==> src/design/assert_macros.svh <==
// assertion macros shared by the blind motor controller rtl
// clocked on clk, reset is the active-low rst_n of the including module
`ifndef ASSERT_MACROS_SVH
`define ASSERT_MACROS_SVH
`ifndef SYNTHESIS
`define BPMC_ASSERT(label, prop) \
  label: assert property (@(posedge clk) disable iff (!rst_n) prop) \
    else $error("bpmc assertion failed");
`define BPMC_ASSERT_ALWAYS(label, prop) \
  label: assert property (@(posedge clk) prop) \
    else $error("bpmc assertion failed");
`else
`define BPMC_ASSERT(label, prop)
`define BPMC_ASSERT_ALWAYS(label, prop)
`endif
`endif

==> src/design/bpmc_pkg.sv <==
// types and constants for the blind position motor controller
// no dependencies
`timescale 1ns / 1ps

package bpmc_pkg;

  localparam int FRAC_BITS = 24;
  localparam int POS_W     = 7;
  localparam int ACC_W     = POS_W + FRAC_BITS;
  localparam int STEP_W    = 31;
  localparam int REQ_W     = 8;
  localparam int SUM_W     = 33;
  localparam int DATA_W    = 32;
  localparam int ADDR_W    = 3;

  localparam logic [POS_W-1:0]  PCT_FULL   = POS_W'(100);
  localparam logic [POS_W-1:0]  PCT_EMPTY  = '0;
  localparam logic [ACC_W-1:0]  FULL_SCALE = ACC_W'(PCT_FULL) << FRAC_BITS;
  localparam logic [STEP_W-1:0] STEP_RESET = STEP_W'(559241);

  // register index, taken from paddr[2]
  localparam logic REG_OPEN_STEP  = 1'b0;
  localparam logic REG_CLOSE_STEP = 1'b1;

  typedef enum logic [1:0] {
    OP_TICK = 2'd0,
    OP_UP   = 2'd1,
    OP_DOWN = 2'd2,
    OP_MOVE = 2'd3
  } op_t;

  typedef struct packed {
    op_t              op;
    logic [REQ_W-1:0] requested_position;
  } in_t;

  typedef struct packed {
    logic             motor_up;
    logic             motor_down;
    logic [POS_W-1:0] position;
    logic [POS_W-1:0] target;
    logic             report;
  } out_t;

  typedef struct packed {
    logic [POS_W-1:0] pos;
    logic [ACC_W-1:0] acc;
    logic [POS_W-1:0] goal;
    logic             moving;
    logic             moving_up;
    logic [POS_W-1:0] start;
    logic             first_pending;
  } ctl_state_t;

endpackage

==> src/design/bpmc_step.sv <==
// next-state and result logic for one beat of the blind motor controller
// depends on bpmc_pkg
`timescale 1ns / 1ps

module bpmc_step (
  input  bpmc_pkg::ctl_state_t            cur,
  input  bpmc_pkg::in_t                   item,
  input  logic [bpmc_pkg::STEP_W-1:0]     open_step,
  input  logic [bpmc_pkg::STEP_W-1:0]     close_step,
  output bpmc_pkg::ctl_state_t            nxt,
  output bpmc_pkg::out_t                  res
);
  import bpmc_pkg::*;

  logic [SUM_W-1:0] sum_up;
  logic [SUM_W-1:0] diff_dn;
  logic [ACC_W-1:0] acc_up;
  logic [ACC_W-1:0] acc_dn;
  logic [ACC_W-1:0] acc_tick;
  logic [POS_W-1:0] pos_tick;
  logic [POS_W-1:0] req_clamped;
  logic             reached;

  // travel arithmetic, saturating to 0..100.0
  assign sum_up   = SUM_W'(cur.acc) + SUM_W'(open_step);
  assign diff_dn  = SUM_W'(cur.acc) - SUM_W'(close_step);
  assign acc_up   = (sum_up > SUM_W'(FULL_SCALE)) ? FULL_SCALE : sum_up[ACC_W-1:0];
  assign acc_dn   = (SUM_W'(close_step) >= SUM_W'(cur.acc)) ? '0 : diff_dn[ACC_W-1:0];
  assign acc_tick = cur.moving_up ? acc_up : acc_dn;
  assign pos_tick = acc_tick[ACC_W-1 -: POS_W];
  assign reached  = cur.moving_up ? (pos_tick >= cur.goal) : (pos_tick <= cur.goal);

  assign req_clamped = (item.requested_position > REQ_W'(PCT_FULL)) ?
                       PCT_FULL : item.requested_position[POS_W-1:0];

  always_comb begin
    logic             do_move;
    logic [POS_W-1:0] goal;
    logic             report;
    nxt     = cur;
    do_move = 1'b0;
    goal    = cur.goal;
    report  = 1'b0;

    unique case (item.op) inside
      OP_TICK: begin
        if (cur.moving) begin
          nxt.acc = acc_tick;
          nxt.pos = pos_tick;
          if (cur.first_pending && (pos_tick != cur.start)) begin
            nxt.first_pending = 1'b0;
            report            = 1'b1;
          end
          if (reached) begin
            nxt.moving        = 1'b0;
            nxt.first_pending = 1'b0;
            nxt.pos           = cur.goal;
            report            = 1'b1;
          end
        end
      end
      OP_UP, OP_DOWN: begin
        do_move = 1'b1;
        report  = 1'b1;
        // a button stops a running move, else it heads for an end stop
        if (cur.pos != cur.goal) begin
          goal = cur.pos;
        end else begin
          goal = (item.op == OP_UP) ? PCT_FULL : PCT_EMPTY;
        end
      end
      OP_MOVE: begin
        do_move = 1'b1;
        goal    = req_clamped;
        report  = (cur.pos == req_clamped);
      end
    endcase

    if (do_move) begin
      nxt.goal = goal;
      nxt.acc  = ACC_W'(cur.pos) << FRAC_BITS;
      if (cur.pos == goal) begin
        nxt.moving        = 1'b0;
        nxt.first_pending = 1'b0;
      end else begin
        nxt.moving        = 1'b1;
        nxt.moving_up     = (cur.pos < goal);
        nxt.start         = cur.pos;
        nxt.first_pending = 1'b1;
      end
    end

    res.motor_up   = nxt.moving && nxt.moving_up;
    res.motor_down = nxt.moving && !nxt.moving_up;
    res.position   = nxt.pos;
    res.target     = nxt.goal;
    res.report     = report;
  end

endmodule

==> src/design/blind_position_motor_controller_core.sv <==
// top level of the blind position motor controller
// depends on bpmc_pkg, bpmc_step and assert_macros.svh
`timescale 1ns / 1ps
`include "assert_macros.svh"

// Drives the up and down motor of a window blind and tracks its position in
// percent from travel time. Input beats on in_data carry an op (tick, up
// button, down button, move to target) and a requested position; every input
// beat yields exactly one result beat on out_data with motor drive, position,
// target and a report flag for the host.
// Both channels use valid/stall: a beat moves when valid is high and stall is
// low. An accepted beat is held in an input register, worked on by the step
// logic and written to the output register once that register is free.
// One beat per cycle is sustained while the receiver does not stall; the
// step logic is one 33-bit add or subtract with compares.
// When the receiver stalls, the output holds its beat and the input register
// still takes one more beat; in_stall rises only when both are full.
// open_step and close_step are written over the APB port (byte 0 and 4); the
// user must write them only while the block is idle, and the block itself
// does not enforce it. Synchronous reset clears position, target and motion
// state, empties both registers and loads both steps with 559241.
module blind_position_motor_controller_core (
  input  logic                        clk,
  input  logic                        rst_n,
  input  logic                        in_valid,
  output logic                        in_stall,
  input  bpmc_pkg::in_t               in_data,
  output logic                        out_valid,
  input  logic                        out_stall,
  output bpmc_pkg::out_t              out_data,
  input  logic                        psel,
  input  logic                        penable,
  input  logic                        pwrite,
  input  logic [bpmc_pkg::ADDR_W-1:0] paddr,
  input  logic [bpmc_pkg::DATA_W-1:0] pwdata,
  output logic [bpmc_pkg::DATA_W-1:0] prdata,
  output logic                        pready
);
  import bpmc_pkg::*;

  logic [STEP_W-1:0] open_step_r;
  logic [STEP_W-1:0] close_step_r;
  logic              s1_valid_r;
  in_t               s1_data_r;
  logic              out_valid_r;
  out_t              out_data_r;
  ctl_state_t        state_r;
  ctl_state_t        state_nxt;
  out_t              res_nxt;
  logic              advance;
  logic              cfg_wr;

  // output register frees up when empty or taken this cycle
  assign advance  = !out_valid_r || !out_stall;
  assign in_stall = s1_valid_r && !advance;

  assign cfg_wr = psel && penable && pwrite && pready;
  assign pready = 1'b1;
  assign prdata = (paddr[2] == REG_CLOSE_STEP) ? DATA_W'(close_step_r) :
                                                 DATA_W'(open_step_r);

  always_ff @(posedge clk) begin
    if (!rst_n) begin
      open_step_r  <= STEP_RESET;
      close_step_r <= STEP_RESET;
    end else if (cfg_wr) begin
      unique case (paddr[2])
        REG_OPEN_STEP:  open_step_r  <= pwdata[STEP_W-1:0];
        REG_CLOSE_STEP: close_step_r <= pwdata[STEP_W-1:0];
      endcase
    end
  end

  bpmc_step u_step (
    .cur        (state_r),
    .item       (s1_data_r),
    .open_step  (open_step_r),
    .close_step (close_step_r),
    .nxt        (state_nxt),
    .res        (res_nxt)
  );

  always_ff @(posedge clk) begin
    if (!rst_n) begin
      s1_valid_r  <= 1'b0;
      out_valid_r <= 1'b0;
      state_r     <= '0;
    end else begin
      if (!in_stall) begin
        s1_valid_r <= in_valid;
      end
      if (advance) begin
        out_valid_r <= s1_valid_r;
        if (s1_valid_r) begin
          state_r <= state_nxt;
        end
      end
    end
  end

  always_ff @(posedge clk) begin
    if (!in_stall && in_valid) begin
      s1_data_r <= in_data;
    end
    if (advance && s1_valid_r) begin
      out_data_r <= res_nxt;
    end
  end

  assign out_valid = out_valid_r;
  assign out_data  = out_data_r;

  `BPMC_ASSERT(a_pos_range, state_r.pos <= PCT_FULL && state_r.goal <= PCT_FULL)
  `BPMC_ASSERT(a_acc_range, state_r.moving |-> state_r.acc <= FULL_SCALE)
  `BPMC_ASSERT(a_pending_idle, !state_r.moving |-> !state_r.first_pending)
  `BPMC_ASSERT(a_stall_full, in_stall |-> s1_valid_r && out_valid_r && out_stall)
  `BPMC_ASSERT(a_motor_excl, out_valid_r |-> !(out_data_r.motor_up && out_data_r.motor_down))
  `BPMC_ASSERT_ALWAYS(a_reset_empty, !rst_n |=> !out_valid_r && !s1_valid_r)

endmodule

==> config.mk <==
export PLATFORM = sky130hd
export DESIGN_NAME = blind_position_motor_controller_core
export DESIGN_NICKNAME = d
export VERILOG_FILES = /design/src/design/bpmc_pkg.sv /design/src/design/bpmc_step.sv /design/src/design/blind_position_motor_controller_core.sv
export VERILOG_INCLUDE_DIRS = /design/src /design/src/design
export SDC_FILE = /design/constraint.sdc
export NUM_CORES = 1
export LEC_CHECK = 0
export BUFFER_PORTS_ARGS = -buffer_cell sky130_fd_sc_hd__buf_2
export CAP_MARGIN = 20
export CORE_MARGIN = 3
export CORE_UTILIZATION = 66
export DETAILED_ROUTE_END_ITERATION = 8
export PLACE_DENSITY = 0.88
export SYNTH_ARGS = -nofsm -noshare
export SYNTH_HDL_FRONTEND = slang
export SYNTH_SLANG_ARGS = --single-unit
==> constraint.sdc <==
create_clock -name clk -period 13.27 [get_ports clk]
set_input_delay 1.9905 -clock clk [delete_from_list [all_inputs] [get_ports clk]]
set_output_delay 1.9905 -clock clk [all_outputs]
set_load 0.02 [all_outputs]
==> flow_summary.yaml <==
min_path:
  hold_depth: 2
  holdCritStartpoint: "state_r[0]$_SDFFE_PN0P_"
  min_path_type: "register to register"
  min_delay_worst_endpoint: "state_r[0]$_SDFFE_PN0P_"
drt:
  totalWireLength_um: 33300
  viasPerCell: 6.60
  first_pass_iters: 6
  drt-initial-drc-count: 1352
  vias: 10881
  drcViolationCount: 0
  avgRoutedWirePerCell_um: 20.2
  ant_nets: 0
place:
  placed_area_um2: 11500
  gp_congestion: 0.989
  port_buffers: 98
  dpl.hpwl_um: 24000
timing:
  drv_slew: 0
  worst_hold_slack_ns: 0.479
  setup_tns_ns: 0
  final_hold_viol_count: 0
  layout_min_cycle_time_ns: 6.91
  rsz0062_at_grt: "false"
  fin_crit_sh: 0.521
  slew_headroom: 0.347
  worstMarginPinSlew_ns: 0.979
  max_freq_mhz: 145
  finalClockSkew_ns: 0.00906
  setup_viol: 0
clock_network:
  cts_resized: 0
  cts_setup_buffers: 0
  cts_buffers: 17
  clk_latency_ns: 0.43
  clk_pin_slew_ns: 0.07
  clock_sinks: 146
  cts_root_buffer: "clkbuf_16"
  cts_tree: "done"
  clock_path_buffers: 2
  htreeDepth: 4
  ctsHoldBuffers: 0
logic_synthesis:
  syn-num-nets: 1495
  yosys.area.top_type: "dfxtp_1"
  synth_seq_area_share: 0.293
  yosysWarnings: 0
  yosysUniqueCellTypes: 90
  yosys_register_bits: 146
  async_flop_share: 0
  synthFlopType: "dfxtp_1"
  synth.cell_area_um2: 10900
  yosys-top-cells-count: "nand2_1, dfxtp_1, a21oi_1"
  syn_inst: 1362
  synth-edff-count: 27
  syn_area_per_cell_um2: 8.00
  yosys-top-cells-area: "dfxtp_1, ha_1, nand2_1"
  yosysTopAreaCellShare: 0.219
  synth_most_common_cell: "nand2_1"
setup_path:
  path_class: "register to register"
  crit_slowest_cell: "a221oi_2"
  cpPeakStageDelay_ns: 0.55
  crit_arrival_ns: 7.09
  cp.depth: 23
  cp_max_fo: 12
  end_kind: "register"
  r2r-end: "out_data[11]$_DFFE_PP_"
  worst_ep_required_time_ns: 13.45
  cp_top_family: "compound AO/OA/AOI/OAI gates"
  critPathBufInv: 0
  r2r_setup_slack_ns: 6.36
  rr_worst_depth: 23
  crit-reg2reg-launch: "open_step_r[0]$_SDFFE_PN1P_"
  start_kind: "register"
  worstPathCellList: "ha_1, fa_1, a211oi_1, o21ai_1, a221oi_2, o211a_1, nor3_1, a31oi_1, a211o_1, nand2_1, o21ai_0, ha_1, nor2b_1, o21a_1, o21ai_0, nand2b_1, a21oi_1, o21ai_0, xnor2_1, o21a_1, mux2_2, nand2_1, nand2_1"
final_layout:
  final_core_util: 0.754
  n_antenna_cell: 0
  fin_nets: 1553
  fillers: 1231
  drive_gt1_frac: 0.146
  area_delta_synth_final_pct: 10.8
  design_area_um2: 12100
grt:
  grt_start_max_net_pins: 110
  grt_pass1_vias: 10002
  grt_pass1_wl_um: 52300
  antenna_found_initial: 1
  gr-usage-all-layers: 0.362
  grt_overflow: 0
power:
  peakVddDrop_mv: 0.0891
  p_per_area_nw_per_um2: 103
  p_leak_uw: 0.00508
floorplanning:
  row_count: 46
  start_util: 0.681
  core_area_um2: 16000
  dieArea_um2: 18100
  die_x_um: 134
  die_h_um: 134
  boundaryPins: 104
run:
  maxCapViolCount: 0
outcome:
  run_status: "completed"
[report_power, final]
part	total, uW	switching [uW]	internal (uW)
logic	255	158	96.4
registers	476	11.2	465
clock network	509	211	298
total	1240	381	860
[worst min-delay path, cell delays in order, from the launching register on]
cell,delay [ns]
dfxtp_1,0.32
nand2_1,0.07
o31ai_2,0.05
[layout make-up]
| type | count | area (um^2) | share of cell area |
|---|---|---|---|
| clock buffer | 17 | 425 | 0.0353 |
| sequential | 146 | 3190 | 0.265 |
| inverter | 71 | 267 | 0.0221 |
| timing repair buffer | 110 | 581 | 0.0481 |
| multi-input combinational | 1074 | 7150 | 0.593 |
| clock inverter | 14 | 178 | 0.0147 |
| tap | 216 | 270 | 0.0224 |
[metrics by stage]
stage,worst slack [ns],total power (uW),cells
global route,6.18,1270,1648
global placement,6.85,720,1616
finish,6.36,1240,1648
detailed placement,6.78,728,1617
CTS,6.65,1230,1648
floorplan,8.11,663,1362
[registers in the layout, summed over array words and instances (netlist names)]
| signal | cells |
|---|---|
| out_valid | 1 |
| s1_data_r | 10 |
| out_data | 17 |
| close_step_r | 31 |
| state_r | 55 |
| open_step_r | 31 |
| s1_valid_r | 1 |
[layout by cell type (no fill, tap or decap), types with 16 or more instances in the layout]
cell / synthesis / routed
a21boi_0: 57 / 57
a21o_1: 31 / 31
a21oi_1: 98 / 98
a31oi_1: 16 / 16
buf_2: 5 / 98
clkbuf_16: 0 / 17
dfxtp_1: 119 / 119
edfxtp_1: 27 / 27
ha_1: 79 / 79
inv_1: 69 / 69
mux2_2: 35 / 35
nand2_1: 238 / 238
nand3_1: 29 / 29
nand4_1: 22 / 22
nor2_1: 56 / 54
nor2b_1: 18 / 18
o211ai_1: 18 / 18
o21ai_0: 90 / 90
xnor2_1: 27 / 27
xor2_1: 30 / 30
[cells by family after synthesis]
| group | Yosys count | synth area share |
|---|---|---|
| compound gates | 438 | 0.277 |
| xor+xnor | 57 | 0.0458 |
| fa+ha+maj | 81 | 0.0944 |
| buf+inv | 142 | 0.0505 |
| flops | 146 | 0.293 |
| mux | 46 | 0.0463 |
| other cells | 2 | 0.000690 |
| simple gates | 450 | 0.192 |
[worst max path at each step]
stage	start	to
after floorplan	open_step_r[0]$_SDFFE_PN1P_	out_data[11]$_DFFE_PP_
after global placement	open_step_r[0]$_SDFFE_PN1P_	out_data[11]$_DFFE_PP_
after detailed placement	open_step_r[0]$_SDFFE_PN1P_	out_data[11]$_DFFE_PP_
after CTS	open_step_r[0]$_SDFFE_PN1P_	out_data[11]$_DFFE_PP_
after global routing	open_step_r[0]$_SDFFE_PN1P_	out_data[11]$_DFFE_PP_
final	open_step_r[0]$_SDFFE_PN1P_	out_data[11]$_DFFE_PP_
[per-layer routing]
metal,vias up,share of wire,global-route usage
li1,5056,-,-
met1,5059,0.41,0.500
met2,649,0.45,0.583
met3,115,0.10,0.0574
met4,2,0.032,0.120
met5,-,0.00087,0
Note: power is estimated with default switching activity, not from simulation.
